$ cat config.mk
export PLATFORM = sky130hd
export DESIGN_NAME = ladder_rung_evaluator_core
export DESIGN_NICKNAME = d
export VERILOG_FILES = /design/src/sv/lre_pkg.sv /design/src/sv/ladder_rung_evaluator_core.sv /design/src/sv/lre_stack.sv /design/src/sv/lre_timer.sv
export SDC_FILE = /design/constraint.sdc
export NUM_CORES = 1
export LEC_CHECK = 0
export BUFFER_PORTS_ARGS = -buffer_cell sky130_fd_sc_hd__buf_2
export CAP_MARGIN = 10
export CORE_MARGIN = 5
export CORE_UTILIZATION = 55
export CTS_CLUSTER_DIAMETER = 40
export DETAILED_ROUTE_END_ITERATION = 10
export PLACE_DENSITY = 0.81
export RECOVER_POWER = 100
export SYNTH_ARGS = -nofsm -noshare
export SYNTH_HDL_FRONTEND = slang
export SYNTH_SLANG_ARGS = --single-unit
$ cat constraint.sdc
create_clock -name clk -period 5.8 [get_ports clk]
set_input_delay 1.16 -clock clk [delete_from_list [all_inputs] [get_ports clk]]
set_output_delay 1.16 -clock clk [all_outputs]
set_load 0.05 [all_outputs]
$ cat src/sv/lre_pkg.sv
`timescale 1ns / 1ps

package lre_pkg;

    // fixed field widths
    localparam int MODE_W = 2;
    localparam int IIDX_W = 2;
    localparam int PIN_W  = 4;
    localparam int TIDX_W = 3;
    localparam int OIDX_W = 3;
    localparam int TIME_W = 32;
    localparam int COIL_W = 6;

    // instruction codes
    localparam logic [MODE_W-1:0] MODE_PUSH = 2'd0;
    localparam logic [MODE_W-1:0] MODE_NOT  = 2'd1;
    localparam logic [MODE_W-1:0] MODE_AND  = 2'd2;
    localparam logic [MODE_W-1:0] MODE_OR   = 2'd3;

    // one instruction word as held in the input register
    typedef struct packed {
        logic [MODE_W-1:0] mode;
        logic [IIDX_W-1:0] input_index;
        logic              scan_start;
        logic [PIN_W-1:0]  pin_levels;
        logic              rung_end;
        logic              timer_enable;
        logic [TIDX_W-1:0] timer_index;
        logic [TIME_W-1:0] timer_preset;
        logic [OIDX_W-1:0] output_index;
        logic [TIME_W-1:0] now_ms;
    } lre_item_t;

    // rung status from the stack unit
    typedef struct packed {
        logic value;
        logic error;
    } lre_rung_t;

endpackage

$ cat src/sv/ladder_rung_evaluator_core.sv
// a result word is loaded into the result register when its rung end word leaves the input register
// throughput: one instruction word per cycle, set by the stack and timer update, except while a rung end word waits
// a rung end word waits in the input register only while the result register is full and out_ready is low
// reset: asynchronous, active low; clears stack, latched inputs, coils, timers and error
`timescale 1ns / 1ps

module ladder_rung_evaluator_core
    import lre_pkg::*;
#(
    parameter int STACK_DEPTH = 8,
    parameter int NUM_INPUTS  = 4,
    parameter int NUM_OUTPUTS = 6,
    parameter int NUM_TIMERS  = 6
)
(
    input  logic              clk,
    input  logic              rst_n,
    input  logic              in_valid,
    output logic              in_ready,
    input  logic [MODE_W-1:0] mode,
    input  logic [IIDX_W-1:0] input_index,
    input  logic              scan_start,
    input  logic [PIN_W-1:0]  pin_levels,
    input  logic              rung_end,
    input  logic              timer_enable,
    input  logic [TIDX_W-1:0] timer_index,
    input  logic [TIME_W-1:0] timer_preset,
    input  logic [OIDX_W-1:0] output_index,
    input  logic [TIME_W-1:0] now_ms,
    output logic              out_valid,
    input  logic              out_ready,
    output logic              rung_value,
    output logic [OIDX_W-1:0] coil_index,
    output logic [COIL_W-1:0] coil_vector,
    output logic              stack_error
);

    lre_item_t item_reg;
    logic      s1_valid_reg;
    logic      advance;
    logic      emit;

    lre_rung_t rung;
    logic      timed;

    logic [NUM_OUTPUTS-1:0] coil_reg;
    logic [NUM_OUTPUTS-1:0] coil_next;
    logic [31:0]            coil_wide;
    logic [31:0]            coil_reg_wide;

    logic              out_valid_reg;
    logic              rung_value_reg;
    logic [OIDX_W-1:0] coil_index_reg;
    logic [COIL_W-1:0] coil_vector_reg;
    logic              stack_error_reg;

    // flow control: only a rung end word needs room in the result register
    assign advance  = s1_valid_reg && (!item_reg.rung_end || !out_valid_reg || out_ready);
    assign emit     = advance && item_reg.rung_end;
    assign in_ready = !s1_valid_reg || advance;

    // input register
    always_ff @(posedge clk or negedge rst_n)
    begin
        if (!rst_n)
        begin
            s1_valid_reg <= 1'b0;
        end
        else if (in_valid && in_ready)
        begin
            s1_valid_reg <= 1'b1;
        end
        else if (advance)
        begin
            s1_valid_reg <= 1'b0;
        end
    end

    always_ff @(posedge clk)
    begin
        if (in_valid && in_ready)
        begin
            item_reg.mode         <= mode;
            item_reg.input_index  <= input_index;
            item_reg.scan_start   <= scan_start;
            item_reg.pin_levels   <= pin_levels;
            item_reg.rung_end     <= rung_end;
            item_reg.timer_enable <= timer_enable;
            item_reg.timer_index  <= timer_index;
            item_reg.timer_preset <= timer_preset;
            item_reg.output_index <= output_index;
            item_reg.now_ms       <= now_ms;
        end
    end

    // bit stack
    lre_stack #(
        .STACK_DEPTH (STACK_DEPTH),
        .NUM_INPUTS  (NUM_INPUTS)
    ) u_stack (
        .clk     (clk),
        .rst_n   (rst_n),
        .advance (advance),
        .item    (item_reg),
        .rung    (rung)
    );

    // on-delay timers
    lre_timer #(
        .NUM_TIMERS (NUM_TIMERS)
    ) u_timer (
        .clk     (clk),
        .rst_n   (rst_n),
        .advance (advance),
        .item    (item_reg),
        .level   (rung.value),
        .value   (timed)
    );

    // coil write, out of range index leaves coils alone
    always_comb
    begin
        coil_next = coil_reg;
        for (int i = 0; i < NUM_OUTPUTS; i++)
        begin
            if (32'(item_reg.output_index) == i)
            begin
                coil_next[i] = timed;
            end
        end
    end

    assign coil_wide     = 32'(coil_next);
    assign coil_reg_wide = 32'(coil_reg);

    always_ff @(posedge clk or negedge rst_n)
    begin
        if (!rst_n)
        begin
            coil_reg <= '0;
        end
        else if (emit)
        begin
            coil_reg <= coil_next;
        end
    end

    // result register
    always_ff @(posedge clk or negedge rst_n)
    begin
        if (!rst_n)
        begin
            out_valid_reg <= 1'b0;
        end
        else if (emit)
        begin
            out_valid_reg <= 1'b1;
        end
        else if (out_ready)
        begin
            out_valid_reg <= 1'b0;
        end
    end

    always_ff @(posedge clk)
    begin
        if (emit)
        begin
            rung_value_reg  <= timed;
            coil_index_reg  <= item_reg.output_index;
            coil_vector_reg <= coil_wide[COIL_W-1:0];
            stack_error_reg <= rung.error;
        end
    end

    assign out_valid   = out_valid_reg;
    assign rung_value  = rung_value_reg;
    assign coil_index  = coil_index_reg;
    assign coil_vector = coil_vector_reg;
    assign stack_error = stack_error_reg;

`ifndef SYNTHESIS
    a_emit_loads: assert property (@(posedge clk) disable iff (!rst_n)
        emit |=> out_valid_reg)
        else $error("rung end word produced no result");

    a_coil_match: assert property (@(posedge clk) disable iff (!rst_n)
        out_valid_reg |-> (coil_vector_reg == coil_reg_wide[COIL_W-1:0]))
        else $error("pending coil word differs from coil register");

    a_rung_hold: assert property (@(posedge clk) disable iff (!rst_n)
        (s1_valid_reg && item_reg.rung_end && out_valid_reg && !out_ready)
        |=> (s1_valid_reg && $stable(item_reg)))
        else $error("stalled rung end word lost");
`endif

endmodule

$ cat src/sv/lre_stack.sv
`timescale 1ns / 1ps

module lre_stack
    import lre_pkg::*;
#(
    parameter int STACK_DEPTH = 8,
    parameter int NUM_INPUTS  = 4
)
(
    input  logic      clk,
    input  logic      rst_n,
    input  logic      advance,
    input  lre_item_t item,
    output lre_rung_t rung
);

    localparam int CNT_W = $clog2(STACK_DEPTH + 1);

    logic [STACK_DEPTH-1:0] stack_reg;
    logic [STACK_DEPTH-1:0] stack_next;
    logic [CNT_W-1:0]       count_reg;
    logic [CNT_W-1:0]       count_next;
    logic [PIN_W-1:0]       latch_reg;
    logic [PIN_W-1:0]       latch_next;
    logic                   err_reg;
    logic                   err_next;

    logic             push_bit;
    logic             top_bit;
    logic             sec_bit;
    logic             is_full;
    logic             has_one;
    logic             has_two;
    logic             wr_en;
    logic             wr_bit;
    logic [CNT_W-1:0] wr_pos;

    // input latch, active-low pins inverted
    assign latch_next = item.scan_start ? ~item.pin_levels : latch_reg;
    assign push_bit   = (32'(item.input_index) < NUM_INPUTS) ? latch_next[item.input_index]
                                                             : 1'b0;

    // top and second entries
    always_comb
    begin
        top_bit = 1'b0;
        sec_bit = 1'b0;
        for (int i = 0; i < STACK_DEPTH; i++)
        begin
            if (32'(count_reg) == i + 1)
            begin
                top_bit = stack_reg[i];
            end
            if (32'(count_reg) == i + 2)
            begin
                sec_bit = stack_reg[i];
            end
        end
    end

    assign is_full = 32'(count_reg) >= STACK_DEPTH;
    assign has_one = count_reg != '0;
    assign has_two = count_reg > CNT_W'(1);

    // instruction decode, faults leave the stack alone
    always_comb
    begin
        wr_en      = 1'b0;
        wr_bit     = 1'b0;
        wr_pos     = count_reg;
        count_next = count_reg;
        err_next   = err_reg;
        unique case (item.mode)
            MODE_PUSH:
            begin
                if (is_full)
                begin
                    err_next = 1'b1;
                end
                else
                begin
                    wr_en      = 1'b1;
                    wr_bit     = push_bit;
                    wr_pos     = count_reg;
                    count_next = count_reg + CNT_W'(1);
                end
            end
            MODE_NOT:
            begin
                if (!has_one)
                begin
                    err_next = 1'b1;
                end
                else
                begin
                    wr_en  = 1'b1;
                    wr_bit = ~top_bit;
                    wr_pos = count_reg - CNT_W'(1);
                end
            end
            MODE_AND, MODE_OR:
            begin
                if (!has_two)
                begin
                    err_next = 1'b1;
                end
                else
                begin
                    wr_en      = 1'b1;
                    wr_bit     = (item.mode == MODE_AND) ? (sec_bit & top_bit)
                                                         : (sec_bit | top_bit);
                    wr_pos     = count_reg - CNT_W'(2);
                    count_next = count_reg - CNT_W'(1);
                end
            end
            default:
            begin
                err_next = err_reg;
            end
        endcase
    end

    // entry write
    always_comb
    begin
        stack_next = stack_reg;
        for (int i = 0; i < STACK_DEPTH; i++)
        begin
            if (wr_en && (32'(wr_pos) == i))
            begin
                stack_next[i] = wr_bit;
            end
        end
    end

    // rung result is the bottom entry
    assign rung.value = (count_next != '0) ? stack_next[0] : 1'b0;
    assign rung.error = err_next;

    // state update, count and error cleared at rung end
    always_ff @(posedge clk or negedge rst_n)
    begin
        if (!rst_n)
        begin
            stack_reg <= '0;
            count_reg <= '0;
            latch_reg <= '0;
            err_reg   <= 1'b0;
        end
        else if (advance)
        begin
            stack_reg <= stack_next;
            latch_reg <= latch_next;
            count_reg <= item.rung_end ? '0 : count_next;
            err_reg   <= item.rung_end ? 1'b0 : err_next;
        end
    end

`ifndef SYNTHESIS
    a_count_bound: assert property (@(posedge clk) disable iff (!rst_n)
        32'(count_reg) <= STACK_DEPTH)
        else $error("stack count beyond depth");

    a_rung_clear: assert property (@(posedge clk) disable iff (!rst_n)
        (advance && item.rung_end) |=> (count_reg == '0) && !err_reg)
        else $error("stack not cleared after rung end");

    a_err_sticky: assert property (@(posedge clk) disable iff (!rst_n)
        (advance && !item.rung_end && rung.error) |=> err_reg)
        else $error("stack error lost within rung");
`endif

endmodule

$ cat src/sv/lre_timer.sv
`timescale 1ns / 1ps

module lre_timer
    import lre_pkg::*;
#(
    parameter int NUM_TIMERS = 6
)
(
    input  logic      clk,
    input  logic      rst_n,
    input  logic      advance,
    input  lre_item_t item,
    input  logic      level,
    output logic      value
);

    logic [TIME_W-1:0] start_reg [NUM_TIMERS];
    logic [NUM_TIMERS-1:0] run_reg;

    logic              use_timer;
    logic [TIME_W-1:0] sel_start;
    logic              sel_run;
    logic [TIME_W-1:0] elapsed;

    assign use_timer = item.rung_end && item.timer_enable
                       && (32'(item.timer_index) < NUM_TIMERS);

    // selected timer
    always_comb
    begin
        sel_start = '0;
        sel_run   = 1'b0;
        for (int i = 0; i < NUM_TIMERS; i++)
        begin
            if (32'(item.timer_index) == i)
            begin
                sel_start = start_reg[i];
                sel_run   = run_reg[i];
            end
        end
    end

    // wrapping elapsed time against preset
    assign elapsed = item.now_ms - sel_start;

    always_comb
    begin
        priority if (!use_timer)
        begin
            value = level;
        end
        else if (!level)
        begin
            value = 1'b0;
        end
        else if (!sel_run)
        begin
            value = (item.timer_preset == '0);
        end
        else
        begin
            value = (elapsed >= item.timer_preset);
        end
    end

    // timer start and stop
    always_ff @(posedge clk or negedge rst_n)
    begin
        if (!rst_n)
        begin
            run_reg <= '0;
            for (int i = 0; i < NUM_TIMERS; i++)
            begin
                start_reg[i] <= '0;
            end
        end
        else if (advance && use_timer)
        begin
            for (int i = 0; i < NUM_TIMERS; i++)
            begin
                if (32'(item.timer_index) == i)
                begin
                    if (!level)
                    begin
                        run_reg[i] <= 1'b0;
                    end
                    else if (!run_reg[i])
                    begin
                        run_reg[i]   <= 1'b1;
                        start_reg[i] <= item.now_ms;
                    end
                end
            end
        end
    end

endmodule
# == Yosys cells after proc, flatten, opt, wreduce, memory -nomap -nowiden ==
# Index checks and enable logic that the tools add are counted.
# word_totals
in_bits,85
ff_bits,315
# op_classes
eq_ne,29
bitwise,10
n_addsub,4
n_lt_le_gt_ge,5
n_mux,68
n_reduce_logical,49
# ops
cell,n
$mux 32,6
$mux 1,50
$eq 4x3->1 const B,8
$ge 32x32->1,1
$logic_not 32->1,1
$sub 32x32->32,1
$reduce_and 2->1,13
$mux 4,6
$reduce_and 4->1,6
$eq 4x2->1 const B,4
$logic_and 1x1->1,14
$eq 3x2->1 const B,4
$eq 3x3->1 const B,4
$pmux 4 s3,1
$pmux 1 s3,3
$eq 4x1->1 const B,2
$eq 4x4->1 const B,2
$pmux 4 s2,1
$reduce_bool 4->1,2
$not 1->1,7
$eq 3x1->1 const B,2
$logic_not 3->1,2
$add 4x1->4 const B,1
$eq 2x2->1 const B,2
other kinds (17),22

# == Longest topological paths before layout ==
# depth
word_depth,18
mapped_depth,28
ltp_nobuf,24

# == By module ==
# A second synthesis with hierarchy kept.
# unflattened
hier_cells,1305
hier_area_um2,16295.6
# by_module_without_submodules
module,instances,seq_area_each_um2,area_each_um2,cells_per_inst
lre_timer,1,4954.8,11370.9,978
ladder_rung_evaluator_core,1,2962.8,3255.6,134
lre_stack,1,425.4,1669.1,193

# == Worst setup path after synthesis ==
# Ideal clock, no wire load.
# synth_timing
path_type,register -> register
startpoint,reg item_reg[67] (netlist name)
endpoint,"reg coil_vector_reg[4] (netlist: coil_vector[4]), data pin"
setup_slack_ns,-0.097
period_less_slack_ns,5.897
stages_incl_launch_ff,24
setup_ns,0.269
n_path_buf,4
arrival_time_ns,5.628
required_time_ns,5.531
cell_sequence,edfxtp_1 clkbuf_1 buf_1 buf_1 mux2_2 a222oi_1 ha_1 nor2b_1 o21ai_0 a21boi_0 o2111ai_1 a21oi_1 o21ai_0 a31oi_1 xnor2_1 ha_1 a21o_1 a21o_1 a211o_1 nor4bb_1 o21ai_0 nand2_1 clkbuf_1 o41ai_1
# synth_between
elab_chain_len,13
# synth_rtl
item,line_no,rtl
from (decl),ladder_rung_evaluator_core.sv:38,lre_item_t item_reg;
$logic_not 3->1,lre_timer.sv:35,if (32'(item.timer_index) == i)
$mux 32 (6 in a row),lre_timer.sv:35,
$sub 32x32->32,lre_timer.sv:44,assign elapsed = item.now_ms - sel_start;
$ge 32x32->1,lre_timer.sv:62,value = (elapsed >= item.timer_preset);
$mux 1,lre_timer.sv:56,else if (!sel_run)
$mux 1,lre_timer.sv:52,else if (!level)
$mux 1 (*),lre_timer.sv:48,priority if (!use_timer)
$mux 1 (*),ladder_rung_evaluator_core.sv:126,if (32'(item_reg.output_index) == i)
named net coil_next[4],ladder_rung_evaluator_core.sv:47,logic [NUM_OUTPUTS-1:0] coil_next;
to (signal assigned),ladder_rung_evaluator_core.sv:171,coil_vector_reg <= coil_wide[COIL_W-1:0];
to (decl),ladder_rung_evaluator_core.sv:54,logic [COIL_W-1:0] coil_vector_reg;
# Mark *: on every way through the listed nets, which the timed path passes. The rest lies on a longest branch.
# A chain may end at the register's enable or synchronous reset.

# == Worst setup path after layout ==
# layout_timing
startpoint,reg u_stack.count_reg[0]
endpoint,reg u_timer.start_reg[34] (netlist name)
# layout_between
elab_chain_len,16
# layout_rtl
item,line_no,rtl
from (decl),lre_stack.sv:21,logic [CNT_W-1:0] count_reg;
from (signal assigned),lre_stack.sv:154,count_reg <= item.rung_end ? '0 : count_next;
$eq 4x2->1 or $eq 4x1->1 (tied branches),"lre_stack.sv:50, lre_stack.sv:54",
"$mux 1, on equally long branches (8 in a row)","lre_stack.sv:54, lre_stack.sv:50",
$or 1x1->1 or $and 1x1->1 (tied branches),"lre_stack.sv:111, lre_stack.sv:110",
$mux 1,lre_stack.sv:110,wr_bit = (item.mode == MODE_AND) ? (sec_bit & top_bit)
$mux 1,lre_stack.sv:103,if (!has_two)
$pmux 1 s3,lre_stack.sv:73,unique case (item.mode)
$mux 1,lre_stack.sv:129,if (wr_en && (32'(wr_pos) == i))
$mux 1 (*),lre_stack.sv:137,assign rung.value = (count_next != '0) ? stack_next[0] : 1'b0;
$reduce_and 4->1 (no line) (*),n/a,
"to (signal, indexed assignment)",lre_timer.sv:90,start_reg[i] <= item.now_ms;
to (decl),lre_timer.sv:17,logic [TIME_W-1:0] start_reg [NUM_TIMERS];
# Mark *: on every way between the ends. The rest lies on a longest branch, timed or not.

==> flow_summary.toml <==
[cells_and_area]
n_antenna_cell = 0
nNetsFinal = 1594
drive_above_1_share_pct = 22.3
fin_util_pct = 63.8
largest_reg_flops = 192
area_growth_pct = 14.1

[synth]
synth_nets = 1478
syn_area_mm2 = 0.0161
synth-main-ff-cell = "dfrtp_1"
synth.yosys.seq_area_share_pct = 51.7
syn_area_per_cell_um2 = 12.2
synth_edf_count = 92
async_flop_share_pct = 70.8
synth_cells = 1321
yosysWarnings = 0
ys_seq_elements = 315
yosysUniqueCellTypes = 74

[sta]
final-setup-viol-count = 0
slew_headroom_pct = -177
period_share_pct = 97.1
hold_viol_final = 0
fin_crit_ns = 5.63
tns_ns = 0
finalMaxSlewViolations = 123
rsz0062_at_grt = "false"
worst_pin_slew_ns = 4.15
max_freq_mhz = 177
clock_skew_ns = 0.0152

[drt]
wire_per_inst_um = 20.5
via_per_inst = 6.14
drtAntennaViolNets = 0
vias = 11400
first_pass_iters = 6
drc_errors = 0
drt_wl_total_mm = 37.9
drt_iter0_drc = 1122

[job]
cap_violations = 2

[status]
outcome = "finished with violations"
violations = "max-capacitance violations, max-slew violations"

[hold_path]
holdCritStartpoint = "item_reg[74]"
hold_path_end = "u_stack.latch_reg[2]"
min_path_cells = 1
holdCritPathClass = "register to register"

[power_and_ir_drop]
sw_frac_of_total_pct = 29.9
seqPwrFrac_pct = 41.7
powerDensity_mw_per_mm2 = 376
switchingPower_mw = 2.07
p_clk_share_pct = 36.4
ir_drop_mv = 0.271
p_leak_nw = 8.53
p_int_mw = 4.86
pwr-share-comb_pct = 21.9

[place]
port_buffers = 97
hpwl_mm = 25.4
place_congestion = 0.939

[worst_setup_path]
path_buf_inv = 2
end_kind = "register"
critPathLaunchType = "register"
slowest_stage = "o31ai_1"
critPathArrivalTime_ns = 6.04
max_stage_delay_ns = 1.03
rr_startpoint = "u_stack.count_reg[0]"
rr_worst_depth = 11
path_delay_family = "compound AO/OA/AOI/OAI gates"
r2r_slack_ns = 0.17
worstSetupPathType = "register to register"
critPathRequiredTime_ns = 6.20
critPathMaxFanout = 17
r2r_end = "u_timer.start_reg[34]"
path_cells = "inv_1, ha_1, nor2_1, o31ai_1, o21ai_2, or3_1, a311oi_1, o21ai_0, nand3_2, clkbuf_2, mux2_2"

[die]
pin_count = 98
core_area_mm2 = 0.0289
initial_core_util_pct = 55.9
die_y_um = 181
die_area_mm2 = 0.0329
rows = 62
chipWidth_um = 181

[global_route]
grt_max_degree = 133
grt_pass1_vias = 11500
grt_pass1_wl_mm = 60.8
grt-ovfl-total = 0
grtUsageTotal_pct = 22.6
antenna_found_initial = 1

[clock_network]
htreeDepth = 2
worst_skew_pair.late_latency_ns = 0.53
root_buffer = "clkbuf_16"
hold_buffers = 0
path_clk_slew_ns = 0.06
cts_buffer_depth = 3
cts_tree = "done"
numCtsBuffers = 42
cts.sinks = 315
-- cell type report --
class	count	area, um^2
Fill cell	2167	10400
Tap cell	384	480
Clock buffer	58	1190
Inverter	55	206
Timing Repair Buffer	131	751
Sequential cell	315	8340
Multi-Input combinational cell	892	7250
Clock inverter	18	194
-- per-layer routing --
layer | routed length (um) | part of all wire, % | track usage [%] | vias up
met5 | 0 | 0 | 0 | -
met4 | 1260 | 3.3 | 7.75 | 0
met3 | 2580 | 6.8 | 3.90 | 99
met2 | 17900 | 47 | 37.2 | 453
met1 | 16200 | 43 | 30.7 | 5652
li1 | - | - | - | 5174
-- worst reg2reg max path, cell delays in order (launching register included) --
cell and delay (ns):
dfrtp_1 0.57, inv_1 0.31, ha_1 0.51, nor2_1 0.16
o31ai_1 1.03, o21ai_2 0.20, or3_1 0.50, a311oi_1 0.35
o21ai_0 0.34, nand3_2 0.53, clkbuf_2 0.60, mux2_2 0.42
-- per-stage QoR --
| stage | std cells | worst slack (ns) | total power, mW | hold slack, ns | area [um^2] |
|---|---|---|---|---|---|
| floorplan | 1321 | 0.0606 | 3.99 | 0.435 | 16100 |
| CTS | 1850 | 0.0714 | 6.97 | 0.461 | 18500 |
| detailed placement | 1774 | 0.0541 | 4.42 | 0.454 | 17100 |
| global route | 1853 | 0.00564 | 7.27 | 0.484 | 18400 |
| global placement | 1774 | 0.296 | 4.35 | 0.449 | 17100 |
| finish | 1853 | 0.166 | 6.93 | 0.461 | 18400 |
-- worst max-delay path by stage --
stage                          from                     to  cells past startpoint
2_1_floorplan          item_reg[67]         coil_vector[4]                     23
3_3_place_gp           item_reg[68]         coil_vector[1]                     21
3_5_place_dp           item_reg[68]         coil_vector[4]                     21
4_1_cts                item_reg[68]         coil_vector[4]                     21
5_1_grt                item_reg[68]            coil_reg[4]                     23
6_report       u_stack.count_reg[0]  u_timer.start_reg[34]                     11
-- cells in the mapped netlist (all sizes together), types with 4 or more instances --
cell type	instances	area share (%)
mux2	226	16
dfrtp	223	35
nand2	103	2.4
edfxtp	92	17
o21ai	73	2.3
ha	71	5.5
nor2	56	1.3
inv	55	1.3
a21oi	48	1.5
mux2i	45	2.8
buf	31	1.3
clkbuf	29	0.67
a21o	27	1.3
a222oi	25	1.6
xnor2	17	0.92
nand3	13	0.40
nand4	13	0.50
a31oi	11	0.43
a211oi	10	0.47
nand2b	10	0.39
o21a	10	0.47
o31ai	10	0.55
nor2b	9	0.35
nor3	9	0.31
nor4	9	0.35
xor2	9	0.49
and2	7	0.27
o211ai	6	0.28
mux4	5	0.70
a21boi	4	0.19
nand3b	4	0.19
o21bai	4	0.19
or3	4	0.16
-- placed cells by master, fill, tap and decap left out, drive strengths merged, types with 4 or more instances in the layout --
master / synthesis / routed
edfxtp: 92 / 92
and2: 7 / 7
xor2: 9 / 9
nand3b: 4 / 4
o21bai: 4 / 4
a222oi: 25 / 25
mux2i: 45 / 45
a21oi: 48 / 48
dfrtp: 223 / 223
nor2: 56 / 56
nor4: 9 / 9
o31ai: 10 / 10
buf: 31 / 101
nand4: 13 / 13
or3: 4 / 4
nand3: 13 / 13
o21a: 10 / 10
a21boi: 4 / 4
mux4: 5 / 5
a21o: 27 / 27
clkbuf: 29 / 87
nand2: 103 / 104
o211ai: 6 / 6
nand2b: 10 / 10
a211oi: 10 / 10
nor2b: 9 / 9
mux2: 226 / 226
ha: 71 / 71
nor3: 9 / 9
inv: 55 / 62
a31oi: 11 / 11
xnor2: 17 / 17
clkinv: 0 / 8
o21ai: 73 / 73
-- cell families (layout without fill, tap and decap cells) --
| family | after synthesis | count (layout) | share of synthesized area (%) |
|---|---|---|---|
| compound gates | 263 | 263 | 11.1 |
| xor+xnor | 26 | 26 | 1.41 |
| fa+ha+maj | 72 | 72 | 5.63 |
| buf+inv | 115 | 262 | 3.21 |
| flops | 315 | 315 | 51.7 |
| mux | 276 | 276 | 19.3 |
| simple gates | 254 | 255 | 7.68 |
-- repair_timing --
item / 4_1_cts / 5_1_grt
endpoints found under the setup margin: 2 / 13
gates cloned: 0 / 1
setup buffers: 0 / 2
gates resized for setup: 1 / 6
pin swaps: 0 / 2
hold endpoints to repair: 0 / 0
-- power groups by stage --
| stage | clock network, mW | registers (mW) | logic (mW) |
|---|---|---|---|
| after global routing | 2.66 | 2.92 | 1.69 |
| after floorplan | 0 | 2.86 | 1.13 |
| after global placement | 0 | 2.89 | 1.46 |
| after CTS | 2.56 | 2.88 | 1.52 |
| after detailed placement | 0 | 2.92 | 1.50 |
| final | 2.52 | 2.89 | 1.52 |
Note: power is estimated with default switching activity, not from simulation.
